[src/sv/lot_pkg.sv]
`default_nettype none
package lot_pkg;

	localparam int ENTRIES  = 16;
	localparam int SLOT_W   = $clog2(ENTRIES);
	localparam int CNT_W    = $clog2(ENTRIES + 1);
	localparam int TAG_W    = 16;
	localparam int KIND_W   = 2;
	localparam int STATUS_W = 2;
	localparam int OCC_W    = 5;

	typedef enum logic [KIND_W-1:0] {
		K_ADD    = 2'd0,
		K_REMOVE = 2'd1,
		K_POKE   = 2'd2,
		K_POP    = 2'd3
	} kind_t;

	typedef enum logic [STATUS_W-1:0] {
		ST_DONE  = 2'd0,
		ST_NOOP  = 2'd1,
		ST_EMPTY = 2'd2,
		ST_FULL  = 2'd3
	} status_t;

	typedef enum logic [1:0] {
		S_IDLE = 2'd0,
		S_LOOK = 2'd1,
		S_UPD  = 2'd2
	} state_t;

	typedef struct packed {
		logic load;
		logic look;
		logic update;
	} cmd_t;

endpackage
`default_nettype wire

[src/sv/lot_ctrl.sv]
`default_nettype none
module lot_ctrl (
	input  wire logic          clk,
	input  wire logic          arst_n,
	input  wire logic          start,
	output logic               busy,
	output lot_pkg::cmd_t      cmd
);

	lot_pkg::state_t state_q;
	lot_pkg::state_t state_n;
	logic            accept;

	always_ff @(posedge clk or negedge arst_n) begin
		if (!arst_n) begin
			state_q <= lot_pkg::S_IDLE;
		end else begin
			state_q <= state_n;
		end
	end

	// The update state also takes a new request while the last one is committed.
	always_comb begin
		busy       = (state_q == lot_pkg::S_LOOK);
		accept     = start && !busy;
		cmd.load   = accept;
		cmd.look   = (state_q == lot_pkg::S_LOOK);
		cmd.update = (state_q == lot_pkg::S_UPD);
		case (state_q)
			lot_pkg::S_IDLE: begin
				state_n = accept ? lot_pkg::S_LOOK : lot_pkg::S_IDLE;
			end
			lot_pkg::S_LOOK: begin
				state_n = lot_pkg::S_UPD;
			end
			lot_pkg::S_UPD: begin
				state_n = accept ? lot_pkg::S_LOOK : lot_pkg::S_IDLE;
			end
			default: begin
				state_n = lot_pkg::S_IDLE;
			end
		endcase
	end

endmodule
`default_nettype wire

[src/sv/lot_dp.sv]
`default_nettype none
module lot_dp (
	input  wire logic                          clk,
	input  wire logic                          arst_n,
	input  wire lot_pkg::cmd_t                 cmd,
	input  wire logic [lot_pkg::KIND_W-1:0]    kind,
	input  wire logic [lot_pkg::TAG_W-1:0]     tag,
	output logic                               done,
	output logic [lot_pkg::TAG_W-1:0]          popped_tag,
	output logic [lot_pkg::STATUS_W-1:0]       status,
	output logic [lot_pkg::OCC_W-1:0]          occupancy
);

	localparam int N = lot_pkg::ENTRIES;

	// Per-slot state: each valid slot holds its age rank, zero being the oldest.
	logic [N-1:0]                    valid_q;
	logic [lot_pkg::TAG_W-1:0]       tag_q   [N];
	logic [lot_pkg::SLOT_W-1:0]      rank_q  [N];
	logic [lot_pkg::CNT_W-1:0]       count_q;

	lot_pkg::kind_t                  kind_q;
	logic [lot_pkg::TAG_W-1:0]       req_tag_q;

	// Lookup results.
	logic [N-1:0]                    match_c, oldest_c, free_c, inv_c;
	logic [lot_pkg::SLOT_W-1:0]      mrank_c;
	logic [lot_pkg::TAG_W-1:0]       otag_c;
	logic [N-1:0]                    match_s1, oldest_s1, free_s1;
	logic [lot_pkg::SLOT_W-1:0]      mrank_s1;
	logic [lot_pkg::TAG_W-1:0]       otag_s1;
	logic                            hit_s1, full_s1, empty_s1, newest_s1;

	// Update decisions.
	lot_pkg::status_t                status_c;
	logic [lot_pkg::TAG_W-1:0]       popped_c;
	logic                            rm_en, ins_en, touch_en;
	logic [N-1:0]                    rm_oh;
	logic [lot_pkg::SLOT_W-1:0]      rm_rank;
	logic [N-1:0]                    valid_n;
	logic [lot_pkg::SLOT_W-1:0]      rank_n  [N];
	logic [lot_pkg::CNT_W-1:0]       cnt_n;
	logic [lot_pkg::CNT_W-1:0]       cnt_dec;
	logic [lot_pkg::OCC_W+lot_pkg::CNT_W-1:0] occ_wide;

	logic                            done_q;
	logic [lot_pkg::TAG_W-1:0]       popped_q;
	lot_pkg::status_t                status_q;
	logic [lot_pkg::OCC_W-1:0]       occ_q;

	always_ff @(posedge clk) begin
		if (cmd.load) begin
			kind_q    <= lot_pkg::kind_t'(kind);
			req_tag_q <= tag;
		end
	end

	always_comb begin
		mrank_c = '0;
		otag_c  = '0;
		for (int i = 0; i < N; i++) begin
			match_c[i]  = valid_q[i] && (tag_q[i] == req_tag_q);
			oldest_c[i] = valid_q[i] && (rank_q[i] == '0);
			mrank_c     = mrank_c | (match_c[i] ? rank_q[i] : '0);
			otag_c      = otag_c | (oldest_c[i] ? tag_q[i] : '0);
		end
		inv_c   = ~valid_q;
		free_c  = inv_c & (~inv_c + N'(1));
		cnt_dec = count_q - lot_pkg::CNT_W'(1);
	end

	always_ff @(posedge clk) begin
		if (cmd.look) begin
			match_s1  <= match_c;
			oldest_s1 <= oldest_c;
			free_s1   <= free_c;
			mrank_s1  <= mrank_c;
			otag_s1   <= otag_c;
			hit_s1    <= |match_c;
			full_s1   <= (inv_c == '0);
			empty_s1  <= (count_q == '0);
			newest_s1 <= (mrank_c == cnt_dec[lot_pkg::SLOT_W-1:0]);
		end
	end

	always_comb begin
		status_c = lot_pkg::ST_DONE;
		popped_c = '0;
		rm_en    = 1'b0;
		ins_en   = 1'b0;
		touch_en = 1'b0;
		rm_oh    = match_s1;
		rm_rank  = mrank_s1;
		case (kind_q)
			lot_pkg::K_ADD: begin
				if (hit_s1) begin
					status_c = lot_pkg::ST_NOOP;
				end else if (full_s1) begin
					status_c = lot_pkg::ST_FULL;
				end else begin
					ins_en = 1'b1;
				end
			end
			lot_pkg::K_REMOVE: begin
				if (hit_s1) begin
					rm_en = 1'b1;
				end else begin
					status_c = lot_pkg::ST_NOOP;
				end
			end
			lot_pkg::K_POKE: begin
				if (hit_s1) begin
					touch_en = !newest_s1;
				end else if (full_s1) begin
					status_c = lot_pkg::ST_FULL;
				end else begin
					ins_en = 1'b1;
				end
			end
			lot_pkg::K_POP: begin
				if (empty_s1) begin
					status_c = lot_pkg::ST_EMPTY;
				end else begin
					rm_en    = 1'b1;
					rm_oh    = oldest_s1;
					rm_rank  = '0;
					popped_c = otag_s1;
				end
			end
			default: begin
				status_c = lot_pkg::ST_NOOP;
			end
		endcase

		// Entries younger than the one leaving move one place toward the old end.
		for (int i = 0; i < N; i++) begin
			valid_n[i] = valid_q[i];
			rank_n[i]  = rank_q[i];
			if (rm_en && rm_oh[i]) begin
				valid_n[i] = 1'b0;
			end else if (touch_en && match_s1[i]) begin
				rank_n[i] = cnt_dec[lot_pkg::SLOT_W-1:0];
			end else if (ins_en && free_s1[i]) begin
				valid_n[i] = 1'b1;
				rank_n[i]  = count_q[lot_pkg::SLOT_W-1:0];
			end else if ((rm_en || touch_en) && valid_q[i] && (rank_q[i] > rm_rank)) begin
				rank_n[i] = rank_q[i] - lot_pkg::SLOT_W'(1);
			end
		end

		if (ins_en) begin
			cnt_n = count_q + lot_pkg::CNT_W'(1);
		end else if (rm_en) begin
			cnt_n = cnt_dec;
		end else begin
			cnt_n = count_q;
		end
		occ_wide = {lot_pkg::OCC_W'(0), cnt_n};
	end

	always_ff @(posedge clk or negedge arst_n) begin
		if (!arst_n) begin
			valid_q <= '0;
			count_q <= '0;
			done_q  <= 1'b0;
		end else begin
			done_q <= cmd.update;
			if (cmd.update) begin
				valid_q <= valid_n;
				count_q <= cnt_n;
			end
		end
	end

	always_ff @(posedge clk) begin
		if (cmd.update) begin
			for (int i = 0; i < N; i++) begin
				rank_q[i] <= rank_n[i];
				if (ins_en && free_s1[i]) begin
					tag_q[i] <= req_tag_q;
				end
			end
			popped_q <= popped_c;
			status_q <= status_c;
			occ_q    <= occ_wide[lot_pkg::OCC_W-1:0];
		end
	end

	assign done       = done_q;
	assign popped_tag = popped_q;
	assign status     = status_q;
	assign occupancy  = occ_q;

endmodule
`default_nettype wire

[src/sv/lru_order_tracker.sv]
`default_nettype none
// Recency-ordered tag set; pop removes the least recently used tag.
// A request is kind and tag, taken at a rising edge where start is high
// and busy is low. Kinds: add, remove, poke (make newest or add), pop oldest.
// Every request gives exactly one result: done is high for one cycle with
// popped_tag, status and occupancy (tags held after the request).
// The block does a parallel tag lookup in the lookup state and the rank
// update in the update state that follows; done is registered from the
// update. A new request can be taken in the update state, so requests
// overlap; busy is high only during the lookup state.
// Each slot keeps its age rank, so removal and touch shift the ranks of all
// younger slots at once and no list walking is needed.
// Reset clears all slots and the count at once; the block can take a request
// as soon as reset is released. Results cannot be held off by the receiver,
// so done is a one-cycle strobe that must be captured when it occurs.
module lru_order_tracker (
	input  wire logic                          clk,
	input  wire logic                          arst_n,
	input  wire logic                          start,
	output logic                               busy,
	input  wire logic [lot_pkg::KIND_W-1:0]    kind,
	input  wire logic [lot_pkg::TAG_W-1:0]     tag,
	output logic                               done,
	output logic [lot_pkg::TAG_W-1:0]          popped_tag,
	output logic [lot_pkg::STATUS_W-1:0]       status,
	output logic [lot_pkg::OCC_W-1:0]          occupancy
);

	lot_pkg::cmd_t cmd;

	lot_ctrl u_ctrl (
		.clk    (clk),
		.arst_n (arst_n),
		.start  (start),
		.busy   (busy),
		.cmd    (cmd)
	);

	lot_dp u_dp (
		.clk        (clk),
		.arst_n     (arst_n),
		.cmd        (cmd),
		.kind       (kind),
		.tag        (tag),
		.done       (done),
		.popped_tag (popped_tag),
		.status     (status),
		.occupancy  (occupancy)
	);

endmodule
`default_nettype wire

[config.mk]
export PLATFORM = sky130hd
export DESIGN_NAME = lru_order_tracker
export DESIGN_NICKNAME = d
export VERILOG_FILES = /design/src/sv/lot_pkg.sv /design/src/sv/lot_ctrl.sv /design/src/sv/lot_dp.sv /design/src/sv/lru_order_tracker.sv
export SDC_FILE = /design/constraint.sdc
export NUM_CORES = 1
export LEC_CHECK = 0
export ABC_CLOCK_PERIOD_IN_PS = 6000
export BUFFER_PORTS_ARGS = -buffer_cell sky130_fd_sc_hd__buf_2
export CORE_MARGIN = 5
export CORE_UTILIZATION = 55
export DETAILED_ROUTE_END_ITERATION = 12
export GPL_TIMING_DRIVEN = 0
export PLACE_DENSITY_LB_ADDON = 0.3
export SLEW_MARGIN = 25
export SYNTH_ARGS = -nofsm -noshare
export SYNTH_HDL_FRONTEND = slang
export SYNTH_SLANG_ARGS = --single-unit
[constraint.sdc]
create_clock -name clk -period 6 [get_ports clk]
set_clock_uncertainty 0.1 [all_clocks]
set_input_delay 0 -clock clk [delete_from_list [all_inputs] [get_ports clk]]
set_output_delay 0 -clock clk [all_outputs]
set_load 0.01 [all_outputs]
Word-level counts from Yosys, hierarchy flattened. Memory sizes are Yosys's and may differ from the RTL's. Index checks and enable logic that the tools add are counted.

Memories kept: 2. Memory bits (writable): 320. Logic and storage cells: 530. Flip-flop bits (word level): 137.

Add/subtract/negate cells: 19. Equality and inequality tests: 38. Reductions and logical operators: 172. Muxes and demuxes: 216. Bitwise operators: 34. Magnitude comparators: 16.

Memory list: u_dp.tag_q (depth 16, bits a word 16, rd ports 16, clocked after Yosys merged registers in 0, wr ports 16, line lot_dp.sv:18) `logic [lot_pkg::TAG_W-1:0] tag_q [N];`; u_dp.rank_q (depth 16, bits a word 4, rd ports 16, clocked after Yosys merged registers in 0, wr ports 16, line lot_dp.sv:19) `logic [lot_pkg::SLOT_W-1:0] rank_q [N];`.

Operator list (count): $mux W4 (82); $mux W16 (18); $eq A16 B16 Y1 (16); $or A16 B16 Y16 (15); $logic_and A1 B1 Y1 (113); $mux W1 (107); $gt A4 B4 Y1 (16); $logic_not A4 Y1 (16); $sub A4 B1 Y4 const B (16); $or A4 B4 Y4 (15); $reduce_and A3 Y1 (16); $ne A2 B1 Y1 const B (16); $not A16 Y16 (2); $reduce_bool A2 Y1 (16); $add A16 B1 Y16 const B (1); $and A16 B16 Y16 (1); $logic_not A16 Y1 (1); $reduce_or A16 Y1 (1); $mux W5 (2); $mux W2 (4); $pmux W2 S4 (1); $eq A2 B2 Y1 const B (3); $reduce_or A2 Y1 (3); $add A5 B1 Y5 const B (1); 10 further kinds (13).

Logic depth before layout (Yosys ltp). Gate-level depths: netlist of run 1. An unclocked memory read counts as a cell.

Depth in word-level cells: 20. Gate-level depth with buffers: 11.

Hierarchy. A second synthesis of run 1 with hierarchy kept.

Cell total of the unflattened synthesis: 1972. Area, all modules: 24040.6 um2.

Modules (own cells, without submodules): lot_dp (sequential area each 13553.0 um2, area each 23935.5 um2, cells an instance 1964, instances 1); lot_ctrl (sequential area each 50.0 um2, area each 105.1 um2, cells an instance 8, instances 1).

Worst setup path before layout of run 1. OpenSTA, ideal clock, no wires.

Path kind: reg2reg. From: register u_ctrl.state_q[1]. To: register u_dp.kind_q[0] (enable). Arrival time: 5.020 ns. Setup time: 0.625 ns. Buffers on the path: 0. Clock period less this slack: 5.745 ns. Stages on the path, launching flop included: 3. Path slack: 0.255 ns. Path through: dfrtp_1 -> nor2b_1 -> nor2b_1.

RTL lines: from (decl) (line lot_ctrl.sv:10) `lot_pkg::state_t state_q;`; from (signal assigned) (line lot_ctrl.sv:16) `state_q <= lot_pkg::S_IDLE;`; from (signal assigned) (line lot_ctrl.sv:18) `state_q <= state_n;`; to (signal assigned) (line lot_dp.sv:53) `kind_q <= lot_pkg::kind_t'(kind);`; to (decl) (line lot_dp.sv:22) `lot_pkg::kind_t kind_q;`.

Final worst setup path of run 1.
From: register u_dp.req_tag_q[7] (netlist bit). To: register u_dp.newest_s1 (data pin).

Longest elaborated chain between the ends: 19. Elaborated cells on any way between the ends: 64. Those cells by class: eq/ne: 17; mux: 16; bitwise: 15; reduce/logical: 16.

RTL lines: from (decl) (line lot_dp.sv:23) `logic [lot_pkg::TAG_W-1:0] req_tag_q;`; from (signal assigned) (line lot_dp.sv:54) `req_tag_q <= tag;`; $eq A16 B16 Y1 (line lot_dp.sv:62) `match_c[i] = valid_q[i] && (tag_q[i] == req_tag_q);`; $logic_and A1 B1 Y1 (line lot_dp.sv:62); $mux W4 (line lot_dp.sv:64) `mrank_c = mrank_c | (match_c[i] ? rank_q[i] : '0);`; $or A4 B4 Y4 (14 in a row) (line lot_dp.sv:64); $or A4 B4 Y4 * (line lot_dp.sv:64); net u_dp.mrank_c (one bit) (line lot_dp.sv:27) `logic [lot_pkg::SLOT_W-1:0] mrank_c;`; $eq A4 B4 Y1 * (line lot_dp.sv:82) `newest_s1 <= (mrank_c == cnt_dec[lot_pkg::SLOT_W-1:0]);`; to (signal assigned) (line lot_dp.sv:82); to (decl) (line lot_dp.sv:32) `logic hit_s1, full_s1, empty_s1, newest_s1;`.

Mark *: on every way through the listed nets, which the timed path passes. The rest lies on a longest branch. A chain may end at the register's enable or synchronous reset.

==> metrics.md, run 1 <==
| Metric | Value |
|---|---|
| Clock power share | 0.371 |
| Status | complete, no violations |
| Post-DP HPWL | 65500 um |
| GR Overflow Total | 0 |
| EDFF count, synth | 433 |
| Initial Utilization | 0.554 |
| Rows | 76 |
| Clk buf depth | 3 |
| Initial antenna violation count | 5 |
| WP data arrival | 4.68 ns |
| Total chip power | 0.00821 W |
| Mapped cell area | 23800 um2 |
| Slew @ Worst Pin | 1.27 ns |
| Post-Syn Instances | 1913 |
| Crit. Startpoint | u_dp.req_tag_q[7] |
| Total core area | 43000 um2 |
| Synth Area per Inst | 12.5 um2 |
| FILL cells | 3353 |
| P_sw | 0.00245 W |
| FF-to-FF Start | u_dp.req_tag_q[7] |
| Drt wl/cell | 33.7 um |
| Sink Count | 457 |
| Post-CTS sizing | 0 |
| First-pass GRT wire length | 128000 um |
| Seq cells post-synth | 457 |
| Peak supply drop | 0.000260 V |
| I/O pin count | 46 |
| Port bufs | 45 |
| Met1 GRT Util | 0.485 |
| Setup violators final | 0 |
| Comb pwr share | 0.162 |
| Die height | 218 um |
| Post-route cell area | 27500 um2 |
| Period minus WS final | 4.35 ns |
| Fraction of layout cells with a size suffix above 1 | 0.109 |
| Sequential fraction of the synthesis area | 0.571 |
| Die area | 47600 um2 |
| Final hold vios | 0 |
| R2R Setup Slk | 1.65 ns |
| Worst Path Max Fanout | 17 |
| Largest net degree at the start of global routing | 25 |
| Fin util | 0.639 |
| Syn. warnings | 0 |
| Power per cell area | 299 nW/um2 |
| Main synth FF type | edfxtp_1 |
| Chip width | 218 um |
| Hold_sp | tag[14] |
| Synth top area share | 0.546 |
| Internal power | 0.00576 W |
| Reg power frac | 0.467 |
| Post-CTS Setup Repair Bufs | 0 |
| Root buffer cell | clkbuf_16 |
| Unrepaired setup endpoints after global routing | false |
| Most area-hungry cell type in the Yosys netlist | edfxtp_1 |
| Area Overhead vs Synth | 15.3% |
| Met3 Use GR | 0.111 |
| Clock transition at the registers of the reported paths | 0.06 ns |
| Slew margin rel. | 0.155 |
| Met2 Use GR | 0.560 |
| CP Class | reg -> reg |
| FFs w/ async S/R, synth | 0.0525 |
| Clock latency on the worst-skew pair | 0.62 ns |
| Clock tree from TritonCTS | yes |
| Placement-stage cell area | 25500 um2 |
| Final WL | 91000 um |
| Vias | 18785 |
| Initial drt markers | 3562 |
| Min-Delay Path Class | in -> reg |
| Switching Fraction | 0.299 |
| GRT Util Overall | 0.377 |
| Critical Path RT | 6.33 ns |
| Vias in the first global route | 17895 |
| End of the worst register-to-register path | u_dp.newest_s1 |
| Total negative slack | 0 ns |
| DRC viols | 0 |
| Post-DRT Antenna Nets | 0 |
| End of the critical path | u_dp.newest_s1 |
| Synth unique cells | 60 |
| Slew Limit Fails | 0 |
| Pleak | 9.46 nW |
| Setup crit start kind | flop |
| # Max-Cap Violations | 0 |
| Hold Slack | 0.0128 ns |
| Synth top area cells | edfxtp_1 (55%), xnor2_1 (7.6%), ha_1 (5.2%) |
| Syn_nets | 2033 |
| CTS H-tree lvls | 2 |
| Vias per inst | 6.95 |
| Gpl congestion | 1.06 |
| TritonCTS Buffers | 49 |
| Final #Nets | 2193 |
| Fmax | 230 MHz |
| Grt peak-use layer | met2 |
| CP Capture Type | flop |
| DRT Pass-1 Iters | 6 |
| Reg2Reg Depth | 10 |
| Final period utilization | 0.724 |
==> through the flow <==
step	std cells	worst slack, ns
6_report	2702	1.65
5_1_grt	2698	1.74
4_1_cts	2697	2.00
3_5_place_dp	2573	2.05
3_3_place_gp	2543	-4.63
2_1_floorplan	1913	0.255
==> how the worst min path moves through the flow <==
stage | end | slack (ns) | cells after the start
finish | u_dp.req_tag_q[14] | 0.01 | 2
global route | u_dp.req_tag_q[13] | 0.005 | 2
CTS | u_dp.req_tag_q[13] | 0.00002 | 2
detailed placement | u_dp.count_q[4] | 0.01 | 1
global placement | u_dp.count_q[4] | 0.01 | 1
floorplan | u_ctrl.state_q[0] | -0.40 | 0
==> cell type report <==
class                      instances  area, um2  share of cell area
clock buffer                      58       1270              0.0462
timing repair buffer             109       1130              0.0412
inverter                          51        191             0.00697
buffer                            88        549              0.0200
clock inverter                    33        300              0.0109
tap                              585        732              0.0266
multi-input combinational       1317       9680               0.352
sequential                       457      13600               0.495
antenna                            4       10.0            0.000364
==> registers in the layout (all words and copies together), names as in the netlist, 2 cells and up <==
register	cells
u_dp.tag_q	256
u_dp.rank_q	64
u_dp.free_s1	16
u_dp.match_s1	16
u_dp.oldest_s1	16
u_dp.otag_s1	16
u_dp.popped_tag	16
u_dp.req_tag_q	16
u_dp.valid_q	16
u_dp.count_q	5
u_dp.occupancy	5
u_dp.mrank_s1	4
u_ctrl.state_q	2
u_dp.kind_q	2
u_dp.status	2
==> placed cells by master, fill, tap and decap left out, types with 18 or more instances in the layout <==
master         count
edfxtp_1         433
xnor2_1          206
nand2_1          184
ha_1              99
o21ai_0           95
xor2_1            92
a22o_1            80
nand4_1           77
a221oi_1          64
clkbuf_1          60
inv_1             49
nand3_1           49
clkbuf_16         49
buf_2             48
nor3_1            38
nor2_1            36
dlygate4sd3_1     32
o211ai_1          27
a21oi_1           26
buf_6             24
dfrtp_1           24
and2_1            22
o21a_1            20
nor2b_1           19
nor4_1            18
==> critical path, cell delays in order (launching register included) <==
cell and delay (ns):
edfxtp_1 0.73, buf_6 0.23, buf_2 0.33, xor2_1 0.12, nor4_1 0.91, nand4_1 0.58, o22ai_1 0.42, a311oi_1 0.11
nand4_1 0.23, xnor2_1 0.12, nor4_2 0.31
==> layer usage <==
layer | wire length [um] | up-vias
met4 | 7570 | 4
met5 | 23 | -
li1 | - | 7662
met3 | 12600 | 415
met1 | 31500 | 9045
met2 | 39300 | 1659
==> timing repair <==
item | CTS | global route
hold buffers | 33 | 0
setup endpoints to repair | 0 | 0
endpoints found under the hold margin | 61 | 0
==> power by group through the flow <==
stage / clock (W) / combinational [W] / sequential [W]
after floorplan: 0 / 0.000690 / 0.00381
after global placement: 0 / 0.00119 / 0.00388
after detailed placement: 0 / 0.00124 / 0.00388
after CTS: 0.00304 / 0.00127 / 0.00382
after global routing: 0.00319 / 0.00136 / 0.00383
final: 0.00305 / 0.00133 / 0.00383
==> cell families after synthesis <==
| family | after synthesis | synth area share |
|---|---|---|
| AOI/OAI and AO/OA | 389 | 0.120 |
| buffers and inverters | 139 | 0.0309 |
| DFF | 457 | 0.571 |
| muxes | 7 | 0.00299 |
| and+or+nand+nor | 524 | 0.113 |
| adders and majority gates | 99 | 0.0520 |
| xor gates and xnor gates | 298 | 0.110 |
==> synthesized netlist by cell type (3+ instances only) <==
cell type / n
nor3b_1: 3
o21a_1: 20
xor2_1: 92
o32ai_1: 9
buf_4: 6
a2bb2oi_1: 16
buf_2: 3
ha_1: 99
o2111ai_1: 11
a221oi_1: 64
nor4_1: 19
or2_2: 3
a31oi_1: 5
nand2b_1: 8
o21ai_0: 95
a22o_1: 80
nand4_1: 77
or4_4: 4
nor3_1: 45
nor4bb_1: 8
nor2_1: 52
nand2_1: 185
nand3_1: 49
and3_1: 7
o22ai_1: 7
nor4_2: 6
inv_1: 49
o211ai_1: 27
dfrtp_1: 24
xnor2_1: 206
nor2b_1: 21
and2_1: 23
mux2i_1: 6
buf_6: 23
a21oi_1: 26
edfxtp_1: 433
a211oi_1: 6
a311oi_1: 16
clkbuf_1: 55
Power figures use the tool's default switching activity.
==> run 2: changes to the inputs <==
--- a/config.mk
+++ b/config.mk
@@ -5,7 +5,8 @@
 export SDC_FILE = /design/constraint.sdc
 export NUM_CORES = 1
 export LEC_CHECK = 0
-export ABC_CLOCK_PERIOD_IN_PS = 6000
+export ABC_AREA = 1
+export ABC_CLOCK_PERIOD_IN_PS = 3700
 export BUFFER_PORTS_ARGS = -buffer_cell sky130_fd_sc_hd__buf_2
 export CORE_MARGIN = 5
 export CORE_UTILIZATION = 55
==> constraint.sdc (replaced) <==
create_clock -name clk -period 3.7 [get_ports clk]
set_clock_uncertainty 0.1 [all_clocks]
set_input_delay 0 -clock clk [delete_from_list [all_inputs] [get_ports clk]]
set_output_delay 0 -clock clk [all_outputs]
set_load 0.01 [all_outputs]
==> run 2 against run 1 <==
Against the previous run: largest power group unchanged; hold slack about the same; non-clock buffer count down 26; register-to-register slack worse by 1.7 ns; sequential power up 68%; highest routed layer is now met4; sequential share of layout area down 2.0 points; the flow now finishes with violations (setup timing).
==> metrics.md, run 2 <==
| Metric | Value |
|---|---|
| Synth top area cells | edfxtp_1 (52%), nand2_1 (9.5%), ha_1 (4.9%) |
| Setup crit start kind | flop |
| DRT Pass-1 Iters | 6 |
| Seq cells post-synth | 457 |
| Peak supply drop | 0.000524 V |
| Vias per inst | 6.34 |
| EDFF count, synth | 433 |
| Mapped cell area | 25100 um2 |
| Clock transition at the registers of the reported paths | 0.06 ns |
| Worst Path Max Fanout | 10 |
| Total chip power | 0.0145 W |
| First-pass GRT wire length | 137000 um |
| Antenna diodes | 0 |
| Sink Count | 457 |
| Hold Path Sink | u_dp.kind_q[1] |
| Clock tree from TritonCTS | yes |
| Final #Nets | 2918 |
| FFs w/ async S/R, synth | 0.0525 |
| Delay-heaviest family, CP | simple AND/OR/NAND/NOR gates |
| Fmax | 266 MHz |
| Fraction of layout cells with a size suffix above 1 | 0.0930 |
| Unrepaired setup endpoints after global routing | false |
| Commonest non-fill, non-tap cell in the layout | nand2_1 |
| Post-Syn Instances | 2648 |
| End of the worst register-to-register path | u_dp.otag_s1[0] |
| Comb pwr share | 0.186 |
| Most flops, register | u_dp.tag_q |
| Slowest-stage cell, CP | clkinv_1 |
| GRT Util Overall | 0.377 |
| CTS H-tree lvls | 2 |
| Main synth FF type | edfxtp_1 |
| Syn_nets | 2768 |
| Worst Slack Setup Final | -0.0635 ns |
| Largest net degree at the start of global routing | 25 |
| Pleak | 11.6 nW |
| Initial Utilization | 0.555 |
| TritonCTS Buffers | 51 |
| Total core area | 45200 um2 |
| Synth unique cells | 49 |
| Cell chain of the critical path | inv_1 > ha_1 > nand4_1 > clkinv_1 > nand2_1 > o2111ai_1 > a2111oi_2 > nand3_1 |
| CP Capture Type | flop |
| Crit. Startpoint | u_dp.rank_q[0][0] |
| CP max stage delay | 0.74 ns |
| Power per cell area | 506 nW/um2 |
| Die area | 49900 um2 |
| FILL cells | 3793 |
| Final hold vios | 0 |
| Hold_sp | kind[1] |
| Hold path cells | 2 |
| Slew margin rel. | 0.236 |
| Area occupied by multi-input gates | 9950 um2 |
| Sequential fraction of the synthesis area | 0.543 |
| Period minus WS final | 3.76 ns |
| FF-to-FF Start | u_dp.rank_q[0][0] |
| Vias | 21796 |
| P_sw | 0.00459 W |
| Reg power frac | 0.446 |
| Slew @ Worst Pin | 1.15 ns |
| Slew Limit Fails | 0 |
| Status | complete, but fails checks |
| Area Overhead vs Synth | 14.1% |
| Clock power share | 0.369 |
| Min-Delay Path Class | in -> reg |
| Failing checks | setup timing |
| R2R Setup Slk | -0.06 ns |
| # Max-Cap Violations | 0 |
| GR Overflow Total | 0 |
| Gpl congestion | 1.03 |
| CP Class | reg -> reg |
| Max FFs per register | 256 |
| Die height | 223 um |
| Reg area | 13600 um2 |
| Post-DRT Antenna Nets | 0 |
| Post-Place Setup Slack | -1.48 ns |
| Initial drt markers | 3512 |
| Reg2Reg Depth | 8 |
| Final period utilization | 1.02 |
| Chip width | 223 um |
| Clock latency on the worst-skew pair | 0.62 ns |
| Vias in the first global route | 20225 |
| DRC viols | 0 |
| Biggest regs | u_dp.tag_q (256), u_dp.rank_q (64) |
| Initial antenna violation count | 1 |
| Synth top area share | 0.519 |
| Setup violators final | 3 |
| Clk buf depth | 3 |
| Post-DP HPWL | 71200 um |
| I/O pin count | 46 |
| Final WL | 96800 um |
| Root buffer cell | clkbuf_16 |
| Drt wl/cell | 28.1 um |
| Buf/Inv on CP | 2 |
| Cell count after placement | 3311 |
| Switching Fraction | 0.317 |
| Synth Area per Inst | 9.47 um2 |
| Top-count cell post-synth | nand2_1 |
| Most frequent cells in the layout | nand2_1 (629), edfxtp_1 (433), inv_1 (286) |
| Syn. warnings | 0 |
| Port bufs | 45 |
| WP data arrival | 3.96 ns |
| Rows | 78 |
| Post-Layout Cell Count | 3440 |
| Critical Path RT | 3.89 ns |
| Most area-hungry cell type in the Yosys netlist | edfxtp_1 |
| Internal power | 0.00988 W |
| Synth top cells by count | nand2_1 (632), edfxtp_1 (433), inv_1 (286) |
| Hold Slack | 0.0125 ns |
run 2: changes by cell type in the layout (fill, tap and decap cells not counted), sizes merged, moves of 34 or more:
cell	before	now
xnor2	206	17
nor2	52	291
a22o	80	5
o21ai	95	255
o211ai	27	61
inv	53	306
nand2	185	637
run 2: metrics by stage:
stage | instance area [um2] | TNS, ns | util
6_report | 28600 | -0.0748 | 0.633
5_1_grt | 28600 | 0 | 0.633
4_1_cts | 28600 | 0 | 0.632
3_5_place_dp | 26500 | -82.50 | 0.586
3_3_place_gp | 26000 | -114.02 | 0.576
2_1_floorplan | 25100 | 0 | -
run 2: cell families after synthesis:
logic type                 synth area share
and+or+nand+nor                       0.188
DFF                                   0.543
buffers and inverters                0.0677
xor gates and xnor gates             0.0363
AOI/OAI and AO/OA                     0.116
adders and majority gates            0.0494
run 2: cell type report:
class	instances	share of cell area
inverters	311	0.0412
flip-flops and latches	457	0.476
clock buffers	66	0.0481
plain buffers	72	0.0182
clock inverters	29	0.0115
repair buffers	99	0.0315
multi-input cells	1806	0.348
well taps	600	0.0262
run 2: per-layer routing:
layer  share of wire  up-vias  routed length [um]  GRT usage
met1            0.37    10279               35400      0.502
met2            0.44     1653               42700      0.579
met5               0        -                   0          0
met4           0.079        0                7670      0.240
met3            0.11      372               10900     0.0604
li1                -     9492                   -          -
run 2: timing repair:
action,CTS,global route
setup endpoints to repair,65,18
setup buffers,0,1
hold endpoints to repair,43,0
hold buffers,35,0
gates resized for setup,13,5
pin swaps,1,0
run 2: power groups by stage:
| stage | clock (W) | combinational, W | sequential (W) |
|---|---|---|---|
| after floorplan | 0 | 0.00141 | 0.00635 |
| after global placement | 0 | 0.00240 | 0.00653 |
| after detailed placement | 0 | 0.00254 | 0.00652 |
| after CTS | 0.00533 | 0.00259 | 0.00642 |
| after global routing | 0.00556 | 0.00281 | 0.00645 |
| final | 0.00534 | 0.00269 | 0.00645 |
run 2: worst max path at each step:
stage | to | cells past startpoint
6_report | u_dp.otag_s1[0] | 8
5_1_grt | u_dp.rank_q[11][3] | 12
4_1_cts | u_dp.otag_s1[8] | 8
3_5_place_dp | u_dp.rank_q[7][2] | 14
3_3_place_gp | u_dp.rank_q[4][3] | 12
2_1_floorplan | u_dp.rank_q[14][0] | 14
